$ cat config.mk
export PLATFORM = sky130hd
export DESIGN_NAME = polyline_subdivider_unit
export DESIGN_NICKNAME = d
export VERILOG_FILES = /design/src/rtl/psd_pkg.sv /design/src/rtl/psd_lane.sv /design/src/rtl/psd_ctrl.sv /design/src/rtl/psd_merge.sv /design/src/rtl/polyline_subdivider_unit.sv
export VERILOG_INCLUDE_DIRS = /design/src /design/src/rtl
export SDC_FILE = /design/constraint.sdc
export NUM_CORES = 2
export LEC_CHECK = 0
export BUFFER_PORTS_ARGS = -buffer_cell sky130_fd_sc_hd__buf_2
export CAP_MARGIN = 30
export CORE_UTILIZATION = 48
export CTS_BUF_LIST = sky130_fd_sc_hd__clkbuf_4
export DETAILED_ROUTE_END_ITERATION = 6
export PLACE_DENSITY = 0.66
export SKIP_LAST_GASP = 1
export SYNTH_ARGS = -nofsm -noshare
export SYNTH_HDL_FRONTEND = slang
export SYNTH_SLANG_ARGS = --single-unit
$ cat constraint.sdc
create_clock -name clk -period 9.2 [get_ports clk]
set_input_delay 1.38 -clock clk [delete_from_list [all_inputs] [get_ports clk]]
set_output_delay 1.38 -clock clk [all_outputs]
set_load 0.02 [all_outputs]
$ cat src/rtl/polyline_subdivider_unit_defines.svh
// ---------------------------------------------------------------------------
// Polyline subdivider assertion macros
// Shared property templates used by the checks at the end of the sequencer module.
// ---------------------------------------------------------------------------
`ifndef POLYLINE_SUBDIVIDER_UNIT_DEFINES_SVH
`define POLYLINE_SUBDIVIDER_UNIT_DEFINES_SVH

// The consequent must hold in the same cycle as the antecedent.
`define PSD_ASSERT_SAME(lbl, ante, cons, msg) \
	lbl: assert property (@(posedge clk) disable iff (!arst_n) (ante) |-> (cons)) \
		else $error(msg);

// The consequent must hold in the cycle after the antecedent.
`define PSD_ASSERT_NEXT(lbl, ante, cons, msg) \
	lbl: assert property (@(posedge clk) disable iff (!arst_n) (ante) |=> (cons)) \
		else $error(msg);

`endif

$ cat src/rtl/psd_pkg.sv
// ---------------------------------------------------------------------------
// Polyline subdivider package
// Widths, shared types and small constant functions of the subdivider.
// ---------------------------------------------------------------------------
package psd_pkg;

	localparam int COORD_BITS     = 24;
	localparam int DIMENSIONS     = 2;
	localparam int MAX_SUBDIV     = 15;

	localparam int SUBDIV_IN_BITS = 4;
	// Latched subdivision count and point index within a segment.
	localparam int SUB_BITS       = $clog2(MAX_SUBDIV + 1);
	// Points per segment, up to MAX_SUBDIV + 1.
	localparam int N_BITS         = $clog2(MAX_SUBDIV + 2);
	// Remainder of a division by the point count.
	localparam int REM_BITS       = SUB_BITS;
	// Remainder before correction, below twice the point count.
	localparam int R0_BITS        = N_BITS + 1;
	localparam int RECIP_BITS     = COORD_BITS + 1;

	localparam int DIM_H = 0;
	localparam int DIM_W = 1;

	localparam longint unsigned ONE = 64'd1 << COORD_BITS;

	typedef logic signed [COORD_BITS-1:0] coord_t;
	typedef logic signed [COORD_BITS:0]   wide_t;
	typedef coord_t [DIMENSIONS-1:0]      point_t;

	// Per-cycle command to the interpolation lanes.
	typedef struct packed {
		logic load;
		logic mul;
		logic fix;
		logic step;
	} cmd_t;

	function automatic logic [SUB_BITS-1:0] sat_subdiv(input logic [SUBDIV_IN_BITS-1:0] s);
		if (int'(s) > MAX_SUBDIV) begin
			return SUB_BITS'(MAX_SUBDIV);
		end
		return SUB_BITS'(s);
	endfunction

	// floor(2^COORD_BITS / n) for every legal point count.
	function automatic logic [RECIP_BITS-1:0] recip(input logic [N_BITS-1:0] n);
		case (int'(n))
			1:  return RECIP_BITS'(ONE / 1);
			2:  return RECIP_BITS'(ONE / 2);
			3:  return RECIP_BITS'(ONE / 3);
			4:  return RECIP_BITS'(ONE / 4);
			5:  return RECIP_BITS'(ONE / 5);
			6:  return RECIP_BITS'(ONE / 6);
			7:  return RECIP_BITS'(ONE / 7);
			8:  return RECIP_BITS'(ONE / 8);
			9:  return RECIP_BITS'(ONE / 9);
			10: return RECIP_BITS'(ONE / 10);
			11: return RECIP_BITS'(ONE / 11);
			12: return RECIP_BITS'(ONE / 12);
			13: return RECIP_BITS'(ONE / 13);
			14: return RECIP_BITS'(ONE / 14);
			15: return RECIP_BITS'(ONE / 15);
			16: return RECIP_BITS'(ONE / 16);
			17: return RECIP_BITS'(ONE / 17);
			18: return RECIP_BITS'(ONE / 18);
			19: return RECIP_BITS'(ONE / 19);
			20: return RECIP_BITS'(ONE / 20);
			21: return RECIP_BITS'(ONE / 21);
			22: return RECIP_BITS'(ONE / 22);
			23: return RECIP_BITS'(ONE / 23);
			24: return RECIP_BITS'(ONE / 24);
			25: return RECIP_BITS'(ONE / 25);
			26: return RECIP_BITS'(ONE / 26);
			27: return RECIP_BITS'(ONE / 27);
			28: return RECIP_BITS'(ONE / 28);
			29: return RECIP_BITS'(ONE / 29);
			30: return RECIP_BITS'(ONE / 30);
			31: return RECIP_BITS'(ONE / 31);
			32: return RECIP_BITS'(ONE / 32);
			default: return '0;
		endcase
	endfunction

endpackage

$ cat src/rtl/psd_lane.sv
// ---------------------------------------------------------------------------
// Polyline subdivider interpolation lane
// Walks one coordinate of a segment in equal steps of (q - p) / n.
// ---------------------------------------------------------------------------
module psd_lane (
	input  logic                       clk,
	input  psd_pkg::cmd_t              cmd,
	input  psd_pkg::coord_t            p,
	input  psd_pkg::coord_t            q,
	input  logic [psd_pkg::N_BITS-1:0] n,
	output psd_pkg::coord_t            value
);
	import psd_pkg::*;

	// The running point is kept as acc + rem / n with 0 <= rem < n, and each
	// step adds the exact floor quotient and remainder of (q - p) / n.
	logic [N_BITS-1:0]     n_q;
	coord_t                p_q;
	logic                  neg_q;
	logic [COORD_BITS-1:0] mag_q;
	logic [COORD_BITS-1:0] q0_q;
	wide_t                 qd_q;
	logic [REM_BITS-1:0]   rd_q;
	wide_t                 acc_q;
	logic [REM_BITS-1:0]   rem_q;

	wide_t                 diff;
	wide_t                 diff_abs;
	logic [2*COORD_BITS:0] prod;
	logic [R0_BITS-1:0]    qn_lo;
	logic [R0_BITS-1:0]    r0;
	logic [R0_BITS-1:0]    r1;
	logic                  ge;
	logic [COORD_BITS:0]   q1;
	wide_t                 q1s;
	wide_t                 qd_nx;
	logic [REM_BITS-1:0]   rd_nx;
	logic [R0_BITS-1:0]    n_ext;
	logic [R0_BITS-1:0]    t_sum;
	logic                  carry;
	logic [R0_BITS-1:0]    twice;
	logic                  round_up;
	wide_t                 rounded;

	assign n_ext    = R0_BITS'(n_q);

	assign diff     = wide_t'(q) - wide_t'(p);
	assign diff_abs = diff[COORD_BITS] ? -diff : diff;

	// Quotient estimate from the reciprocal; it is low by at most one.
	assign prod = (2*COORD_BITS+1)'(mag_q) * (2*COORD_BITS+1)'(recip(n_q));

	// The remainder before correction is below 2n, so its low bits are enough.
	assign qn_lo = R0_BITS'(q0_q[R0_BITS-1:0] * n_ext);
	assign r0    = mag_q[R0_BITS-1:0] - qn_lo;
	assign ge    = (r0 >= n_ext);
	assign r1    = ge ? (r0 - n_ext) : r0;
	assign q1    = {1'b0, q0_q} + (COORD_BITS+1)'(ge);
	assign q1s   = wide_t'(q1);

	// Turn the magnitude division into a floor division of the signed step.
	always_comb begin
		if (!neg_q) begin
			qd_nx = q1s;
			rd_nx = REM_BITS'(r1);
		end else if (r1 == '0) begin
			qd_nx = -q1s;
			rd_nx = '0;
		end else begin
			qd_nx = -q1s - wide_t'(1);
			rd_nx = REM_BITS'(n_ext - r1);
		end
	end

	assign t_sum = R0_BITS'(rem_q) + R0_BITS'(rd_q);
	assign carry = (t_sum >= n_ext);

	// Round to nearest with ties away from zero.
	assign twice    = R0_BITS'({rem_q, 1'b0});
	assign round_up = acc_q[COORD_BITS] ? (twice > n_ext) : (twice >= n_ext);
	assign rounded  = acc_q + wide_t'(round_up);
	assign value    = rounded[COORD_BITS-1:0];

	always_ff @(posedge clk) begin
		if (cmd.load) begin
			n_q   <= n;
			p_q   <= p;
			neg_q <= diff[COORD_BITS];
			mag_q <= diff_abs[COORD_BITS-1:0];
		end
		if (cmd.mul) begin
			q0_q <= prod[2*COORD_BITS-1:COORD_BITS];
		end
		if (cmd.fix) begin
			qd_q  <= qd_nx;
			rd_q  <= rd_nx;
			acc_q <= wide_t'(p_q);
			rem_q <= '0;
		end
		if (cmd.step) begin
			acc_q <= acc_q + qd_q + wide_t'(carry);
			rem_q <= REM_BITS'(carry ? (t_sum - n_ext) : t_sum);
		end
	end

endmodule

$ cat src/rtl/psd_ctrl.sv
// ---------------------------------------------------------------------------
// Polyline subdivider sequencer
// Tracks the group, picks segment endpoints and steps the lanes.
// ---------------------------------------------------------------------------
module psd_ctrl (
	input  logic                         clk,
	input  logic                         arst_n,
	input  logic                         point_valid,
	output logic                         point_ready,
	input  psd_pkg::point_t              pt,
	input  logic                         group_closed,
	input  logic [psd_pkg::SUBDIV_IN_BITS-1:0] subdivisions,
	input  logic                         group_last,
	input  logic                         slot_free,
	output psd_pkg::cmd_t                cmd,
	output psd_pkg::point_t              seg_p,
	output psd_pkg::point_t              seg_q,
	output logic [psd_pkg::N_BITS-1:0]   seg_n,
	output logic                         cap,
	output logic                         cap_last
);
	import psd_pkg::*;

	localparam logic [2:0] S_IDLE = 3'd0;
	localparam logic [2:0] S_LOAD = 3'd1;
	localparam logic [2:0] S_MUL  = 3'd2;
	localparam logic [2:0] S_FIX  = 3'd3;
	localparam logic [2:0] S_EMIT = 3'd4;

	logic [2:0]          state_q;
	logic                in_group_q;
	logic                seg2_q;
	point_t              first_q;
	point_t              prev_q;
	point_t              cur_q;
	logic                closed_q;
	logic                last_q;
	logic [SUB_BITS-1:0] subdiv_q;
	logic [SUB_BITS-1:0] k_q;
	logic [SUB_BITS-1:0] k_last_q;

	logic                acc;
	logic                final_k;

	assign point_ready = (state_q == S_IDLE);
	assign acc         = point_valid && point_ready;
	assign final_k     = (k_q == k_last_q);

	// Segment one runs from the previous point to this one, segment two is the
	// closing segment or the lone final point.
	assign seg_p = seg2_q ? cur_q : prev_q;
	assign seg_q = (seg2_q && closed_q) ? first_q : cur_q;
	assign seg_n = N_BITS'(subdiv_q) + N_BITS'(1);

	assign cmd.load = (state_q == S_LOAD);
	assign cmd.mul  = (state_q == S_MUL);
	assign cmd.fix  = (state_q == S_FIX);
	assign cmd.step = cap;

	assign cap      = (state_q == S_EMIT) && slot_free;
	assign cap_last = final_k && (seg2_q || !last_q);

	always_ff @(posedge clk or negedge arst_n) begin
		if (!arst_n) begin
			state_q    <= S_IDLE;
			in_group_q <= 1'b0;
			seg2_q     <= 1'b0;
		end else begin
			case (state_q)
				S_IDLE: begin
					if (acc) begin
						in_group_q <= !group_last;
						if (in_group_q) begin
							seg2_q  <= 1'b0;
							state_q <= S_LOAD;
						end else if (group_last) begin
							seg2_q  <= 1'b1;
							state_q <= S_LOAD;
						end
					end
				end
				S_LOAD: state_q <= S_MUL;
				S_MUL:  state_q <= S_FIX;
				S_FIX:  state_q <= S_EMIT;
				S_EMIT: begin
					if (cap && final_k) begin
						if (!seg2_q && last_q) begin
							seg2_q  <= 1'b1;
							state_q <= S_LOAD;
						end else begin
							state_q <= S_IDLE;
						end
					end
				end
				default: state_q <= S_IDLE;
			endcase
		end
	end

	always_ff @(posedge clk) begin
		if (acc) begin
			cur_q    <= pt;
			closed_q <= group_closed;
			last_q   <= group_last;
			if (!in_group_q) begin
				first_q  <= pt;
				prev_q   <= pt;
				subdiv_q <= sat_subdiv(subdivisions);
			end
		end
		if (state_q == S_LOAD) begin
			prev_q   <= cur_q;
			k_q      <= '0;
			k_last_q <= (seg2_q && !closed_q) ? '0 : subdiv_q;
		end
		if (cap && !final_k) begin
			k_q <= k_q + SUB_BITS'(1);
		end
	end

`include "polyline_subdivider_unit_defines.svh"

	`PSD_ASSERT_NEXT(a_start_silent, acc && !in_group_q && !group_last, state_q == S_IDLE, "group start produced work")
	`PSD_ASSERT_SAME(a_k_bound, state_q == S_EMIT, k_q <= k_last_q, "point index past segment end")
	`PSD_ASSERT_SAME(a_seg2_on_last, seg2_q && state_q != S_IDLE, last_q, "closing segment on inner point")
	`PSD_ASSERT_NEXT(a_last_to_idle, cap && cap_last, state_q == S_IDLE, "transaction end did not return to idle")

endmodule

$ cat src/rtl/psd_merge.sv
// ---------------------------------------------------------------------------
// Polyline subdivider output merge
// Joins the lane coordinates into one result transaction and holds it.
// ---------------------------------------------------------------------------
module psd_merge (
	input  logic            clk,
	input  logic            arst_n,
	input  logic            cap,
	input  logic            cap_last,
	input  psd_pkg::point_t lane_value,
	input  logic            result_ready,
	output logic            result_valid,
	output psd_pkg::coord_t out_h,
	output psd_pkg::coord_t out_w,
	output logic            run_last,
	output logic            slot_free
);
	import psd_pkg::*;

	logic   valid_q;
	point_t pt_q;
	logic   last_q;

	assign slot_free    = !valid_q || result_ready;
	assign result_valid = valid_q;
	assign out_h        = pt_q[DIM_H];
	assign out_w        = pt_q[DIM_W];
	assign run_last     = last_q;

	always_ff @(posedge clk or negedge arst_n) begin
		if (!arst_n) begin
			valid_q <= 1'b0;
		end else if (slot_free) begin
			valid_q <= cap;
		end
	end

	always_ff @(posedge clk) begin
		if (cap && slot_free) begin
			pt_q   <= lane_value;
			last_q <= cap_last;
		end
	end

endmodule

$ cat src/rtl/polyline_subdivider_unit.sv
// ---------------------------------------------------------------------------
// Polyline subdivider
// Linear subdivision of 2-D polylines with rounded fixed-point results.
// ---------------------------------------------------------------------------
// Points arrive one transaction at a time on the point channel; the first
// point of a group latches the subdivision count a (saturated to MAX_SUBDIV)
// and yields nothing unless it also ends the group. Each later point yields
// a+1 result transactions along the segment from the previous point, and the
// last point of a group adds the closing segment (closed group) or the point
// itself (open group). run_last marks the final result of each point.
// Sequencing: a point is taken while the sequencer is idle; each segment
// then passes through its setup states (endpoint load, reciprocal multiply,
// quotient correction in the lanes) before its result points, which are
// emitted at one result per cycle while the output slot is free. A
// finished result waits in the output register while the next point is
// taken, so the point side is not held up by a slow consumer until the
// sequencer needs to emit again.
// ---------------------------------------------------------------------------
module polyline_subdivider_unit (
	input  logic                               clk,
	input  logic                               arst_n,
	input  logic                               point_valid,
	output logic                               point_ready,
	input  psd_pkg::coord_t                    coord_h,
	input  psd_pkg::coord_t                    coord_w,
	input  logic                               group_closed,
	input  logic [psd_pkg::SUBDIV_IN_BITS-1:0] subdivisions,
	input  logic                               group_last,
	output logic                               result_valid,
	input  logic                               result_ready,
	output psd_pkg::coord_t                    out_h,
	output psd_pkg::coord_t                    out_w,
	output logic                               run_last
);
	import psd_pkg::*;

	point_t            in_pt;
	point_t            seg_p;
	point_t            seg_q;
	point_t            lane_value;
	logic [N_BITS-1:0] seg_n;
	cmd_t              cmd;
	logic              cap;
	logic              cap_last;
	logic              slot_free;

	assign in_pt[DIM_H] = coord_h;
	assign in_pt[DIM_W] = coord_w;

	// The sequencer owns the group state (first point, previous point, count)
	// and issues the same command to every lane each cycle.
	psd_ctrl u_ctrl (
		.clk          (clk),
		.arst_n       (arst_n),
		.point_valid  (point_valid),
		.point_ready  (point_ready),
		.pt           (in_pt),
		.group_closed (group_closed),
		.subdivisions (subdivisions),
		.group_last   (group_last),
		.slot_free    (slot_free),
		.cmd          (cmd),
		.seg_p        (seg_p),
		.seg_q        (seg_q),
		.seg_n        (seg_n),
		.cap          (cap),
		.cap_last     (cap_last)
	);

	// One interpolation lane per coordinate; they run in lockstep.
	for (genvar g = 0; g < DIMENSIONS; g++) begin : g_lane
		psd_lane u_lane (
			.clk   (clk),
			.cmd   (cmd),
			.p     (seg_p[g]),
			.q     (seg_q[g]),
			.n     (seg_n),
			.value (lane_value[g])
		);
	end

	// The merge stage packs the lane outputs into one result transaction.
	psd_merge u_merge (
		.clk          (clk),
		.arst_n       (arst_n),
		.cap          (cap),
		.cap_last     (cap_last),
		.lane_value   (lane_value),
		.result_ready (result_ready),
		.result_valid (result_valid),
		.out_h        (out_h),
		.out_w        (out_w),
		.run_last     (run_last),
		.slot_free    (slot_free)
	);

endmodule
; After elaboration in Yosys (flattened, before gate mapping)
; Memories as Yosys holds them, arrays and structs flattened. A register that Yosys moved wholly into a read port is not among the register bits.
; Cells that the tools add are included.
[totals]
ff_bits = 480
romBits = 1600
inputBits = 58
output_inout_bits = 51
n_memories = 2
[op_classes]
addsub = 28
mul = 4
n_lt_le_gt_ge = 8
n_eq_ne = 10
n_mux = 44
n_bitwise = 1
n_reduce_logical = 29
[mem_list]
columns = memory, depth, word_bits, rd, rd_clocked_by_memory_dff, write_ports, line
row1 = (name not given), 32, 25, 1, 1, 0, psd_pkg.sv:48  ; case (int'(n))
row2 = (name not given), 32, 25, 1, 1, 0, psd_pkg.sv:48
[ops]
columns = op, n
row1 = 48-bit two-way mux, 5
row2 = 25-bit two-way mux, 8
row3 = 24-bit by 25-bit multiplier with 48-bit output, 2
row4 = 24-bit by 1-bit adder with 25-bit output, 2
row5 = 25-bit by 2-bit adder with 25-bit output, 2
row6 = 25-bit adder, 2
row7 = 25-bit negator, 2
row8 = 24-bit by 24-bit subtractor with 25-bit output, 2
row9 = "25-bit by 2-bit subtractor with 25-bit output, second input constant", 2
row10 = 24-bit by 2-bit adder with 24-bit output, 2
row11 = 24-bit two-way mux, 2
row12 = 24-bit negator, 2
row13 = 4-bit two-way mux, 11
row14 = 5-bit greater-or-equal comparator, 4
row15 = 4-bit subtractor, 4
row16 = 3-bit one-hot mux with 5 select lines, 1
row17 = 6-bit by 5-bit greater-or-equal comparator with 1-bit output, 2
row18 = 6-bit logical NOT, 2
row19 = 6-bit by 5-bit multiplier with 6-bit output, 2
row20 = 3-bit two-way mux, 4
row21 = 6-bit two-way mux, 2
row22 = 6-bit by 5-bit subtractor with 6-bit output, 2
row23 = 6-bit subtractor, 2
row24 = 4-bit by 4-bit adder with 5-bit output, 2
row25 = 21 further kinds, 53

; Depth between registers and ports, before layout
[logic_depth]
depth_word = 8
depth_mapped = 33
depth_no_buf = 28

; Cells and area by module
; From an unflattened synthesis, not the netlist that was laid out.
[hier_totals]
cells_unflattened = 7318
area_unflattened_um2 = 70448.8
[modules_own_cells]
columns = mod, n_inst, cells_each, area_each_um2, seq_area_each_um2
row1 = psd_lane (g_lane[0].u_lane), 1, 3409, 31077.3, 4584.4
row2 = psd_lane (g_lane[1].u_lane), 1, 3376, 30878.4, 4584.4
row3 = psd_ctrl, 1, 480, 6967.9, 4869.7
row4 = psd_merge, 1, 53, 1525.2, 1496.4

; Worst setup path before layout
; OpenSTA, ideal clock, no wires.
[synth_path]
kind = register to register
start = register g_lane[0].u_lane.n_q[0]
end = register g_lane[0].u_lane.qd_q[23], data pin
arrival_ns = 7.404
t_required_ns = 8.934
path_slack_ns = 1.530
stages_incl_launch_ff = 27
cell_sequence = edfxtp_1 > clkbuf_1 > clkbuf_1 > nand2_1 > fa_1 > fa_1 > inv_1 > fa_1 > inv_1 > ha_1 > a21o_1 > a31oi_1 > xnor2_1 > nand2_1 > ha_1 > ha_1 > nand4_1 > or4_1 > buf_2 > o21a_1 > or4_4 > or4_4 > or3_1 > a21o_1 > o31a_1 > or3_1 > xor2_1
[synth_between]
elab_chain_len = 8
word_cells_on_any_way = 11
cone_classes = add/sub (5) / mul (1) / order compare (1) / mux (3) / reduce/logical (1)
[synth_lines]
columns = item, line
row1 = "start, declared", psd_lane.sv:17  ; logic [N_BITS-1:0] n_q;
row2 = "start signal, assigned", psd_lane.sv:86  ; n_q <= n;
row3 = 6-bit by 5-bit multiplier with 6-bit output, psd_lane.sv:54  ; assign qn_lo = R0_BITS'(q0_q[R0_BITS-1:0] * n_ext);
row4 = 6-bit subtractor, psd_lane.sv:55  ; assign r0 = mag_q[R0_BITS-1:0] - qn_lo;
row5 = 6-bit by 5-bit greater-or-equal comparator with 1-bit output, psd_lane.sv:56  ; assign ge = (r0 >= n_ext);
row6 = 24-bit by 1-bit adder with 25-bit output, psd_lane.sv:58  ; assign q1 = {1'b0, q0_q} + (COORD_BITS+1)'(ge);
row7 = 25-bit negator, "psd_lane.sv:67, psd_lane.sv:70"
row8 = 25-bit by 2-bit subtractor with 25-bit output, psd_lane.sv:70  ; qd_nx = -q1s - wide_t'(1);
row9 = 25-bit two-way mux, psd_lane.sv:66  ; end else if (r1 == '0) begin
row10 = 25-bit two-way mux *, psd_lane.sv:63  ; if (!neg_q) begin
row11 = via g_lane[0].u_lane.qd_nx[23], psd_lane.sv:36  ; wide_t qd_nx;
row12 = "end signal, assigned", psd_lane.sv:95  ; qd_q <= qd_nx;
row13 = "end, declared", psd_lane.sv:22  ; wide_t qd_q;
; Mark *: on every way through the listed nets, which the timed path passes. The rest lies on a longest branch.
; A chain may end at the register's enable or synchronous reset.

==> impl_metrics.yaml <==
run_status:
  status: "complete, but fails checks"
  violations: "design-rule violations"
yosys:
  netlist_area_mm2: 0.0679
  synth-edff-count: 474
  yosysWarnings: 0
  synth_nets: 8705
  async_flop_share_pct: 1.19
  netlist.area_leader.share_pct: 30.5
  synth_top_cell_by_area: "fa_1"
  synth_ff_type: "edfxtp_1"
  synth_area_leaders: "fa_1, edfxtp_1, ha_1, nand2_1, inv_1"
  ys_types: 89
  ys_ff_latch: 505
  syn_inst: 7105
  syn_avg_cell_area_um2: 9.55
  ys_seq_area_share_pct: 21.9
critical_path:
  crit_path_start_kind: "flip-flop"
  path_class: "reg2reg"
  arrival_ns: 9.39
  reg2regPathDepth: 25
  cp_top_family: "adder cells"
  worst_path_largest_cell_delay_ns: 0.88
  crit_fanout: 30
  cp.required_ns: 10.01
  cpMostUsedCell: "fa_1"
  cp_num_cells: 25
  crit_buf_inv: 5
  cp_slowest_cell: "dfxtp_2"
  endpoint_kind: "flip-flop"
cells_and_area:
  fin_cells: 9092
  fin_nets: 8718
  mostFrequentLayoutCells: "nand2_1, inv_1, fa_1"
  final_util_pct: 51.7
  areaGrowthSynthToFinish_pct: 6.59
  layout_commonest_cell: "nand2_1"
  drive_gt1_share_pct: 7.67
die:
  core_mm2: 0.140
  ios: 109
  initial_utilization_pct: 48.5
  die_w_um: 378
  fp.dieH_um: 378
  rows: 137
  dieArea_mm2: 0.143
cts:
  cts.path.max_buffers: 3
  cts_hold_buffers: 0
  cts_buffers: 132
  cts.repair.resized: 0
  cts_max_level: 4
  clk_latency_ns: 1.08
  clkTransAtPathRegs_ns: 0.07
  cts_tree: "done"
  post-cts-setup-buffer-count: 0
  numClockSinks: 505
  cts_root_buf: "clkbuf_4"
sta:
  fin_crit_sh_pct: 93.3
  finalCriticalPeriod_ns: 8.58
  max_slew_margin_pct: 28.6
  finalSetupViolCount: 0
  tns_ns: 0
  fmax_mhz: 117
  final_hold_viol_count: 0
  rsz0062_at_grt: "false"
  skew_ns: 0.110
  maxSlewViolCount: 0
  fin_ws_ns: 0.618
  worstMarginPinSlew_ns: 1.07
detailed_routing:
  route.vias.total: 49700
  firstDrtPassIters: 7
  drt-vias-per-instance: 5.47
  drcViolationCount: 3
  ant_nets: 0
  wl_per_cell_um: 19.3
  drt_iter0_drc: 3190
  postRouteWirelength_um: 175000
global_route:
  grt_max_degree: 69
  antenna_found_initial: 4
  overflow: 0
  grt_usage_pct: 25.2
  grt_pass1_wl_um: 282000
  grt_pass1_vias: 52700
place:
  dp_cells: 8859
  post-dp-hpwl_um: 134000
  pre_cts_ws_ns: 0.714
  port_buffers: 108
  gp_congestion: 0.887
run:
  drv_cap: 0
min_path:
  hp-class: "in2async"
-- sequential cells by signal (all words and copies together), names as in the netlist, 5 cells and up, named ones only --
signal               count
g_lane.u_lane.rem_q      8
g_lane.u_lane.rd_q       8
u_ctrl.cur_q            48
g_lane.u_lane.acc_q     50
g_lane.u_lane.n_q        5
u_ctrl.first_q          48
g_lane.u_lane.p_q       48
u_merge.out_h           24
u_merge.out_w           24
g_lane.u_lane.q0_q      48
u_ctrl.prev_q           48
g_lane.u_lane.qd_q      50
g_lane.u_lane.mag_q     48
-- synth_stat cells, types with 73 or more instances --
master    count
nor3_1       75
a21oi_1     158
xnor2_1     246
nand2_1    1241
nand3_1      96
mux2i_1      73
and2_1      419
nor2_1      209
inv_1      1177
ha_1        508
clkbuf_1    330
xor2_1      144
fa_1       1034
o21ai_0     161
edfxtp_1    474
-- final timing paths --
path	endpoint	from	slack (ns)
worst max-delay path	g_lane[1].u_lane.q0_q[22]	flip-flop	0.62
worst min-delay path	u_ctrl.in_group_q	arst_n	0.17
worst max register to register	g_lane[1].u_lane.q0_q[22]	flip-flop	0.62
worst min register to register	g_lane[1].u_lane.acc_q[1]	g_lane[1].u_lane.p_q[1]	0.51
max in group asynchronous	u_ctrl.seg2_q	arst_n	8.83
min in group clk	g_lane[1].u_lane.acc_q[1]	g_lane[1].u_lane.p_q[1]	0.51
-- final cells by class --
| cell class | instances | area, um^2 |
|---|---|---|
| diodes | 4 | 10.0 |
| clock buffers | 183 | 1370 |
| clock inverters | 45 | 413 |
| fillers | 12800 | 67500 |
| inverters | 1178 | 4430 |
| multi-input cells | 5067 | 47300 |
| flip-flops and latches | 505 | 14900 |
| well taps | 1876 | 2350 |
| repair buffers | 234 | 1610 |
-- cells by family (layout without fill, tap and decap cells) --
family          Yosys count  in the layout  synth area share [%]
xor+xnor                394            394                  5.17
other cells               0              4                     0
compound gates          694            694                  6.70
simple gates           2314           2314                  15.9
buf+inv                1533           1640                  8.52
fa+ha+maj              1542           1542                  39.9
mux                     123            123                  1.91
flops                   505            505                  21.9
-- stage by stage --
step | hold slack, ns | area (um^2)
3_5_place_dp | 0.505 | 70500
3_3_place_gp | 0.495 | 70400
5_1_grt | 0.120 | 72400
2_1_floorplan | 0.484 | 67900
4_1_cts | 0.0563 | 72300
6_report | 0.174 | 72400
-- per-layer routing --
metal	global-route usage, %	up-vias	wire length, um
met4	11.0	2	7790
met1	32.3	24900	71900
met3	2.93	438	9930
li1	-	22700	-
met2	43.0	1622	85800
met5	0	-	13
Power is left out: the tool's default activity adds up to more than one toggle a clock period on the data nets, which glitch-free logic cannot reach.
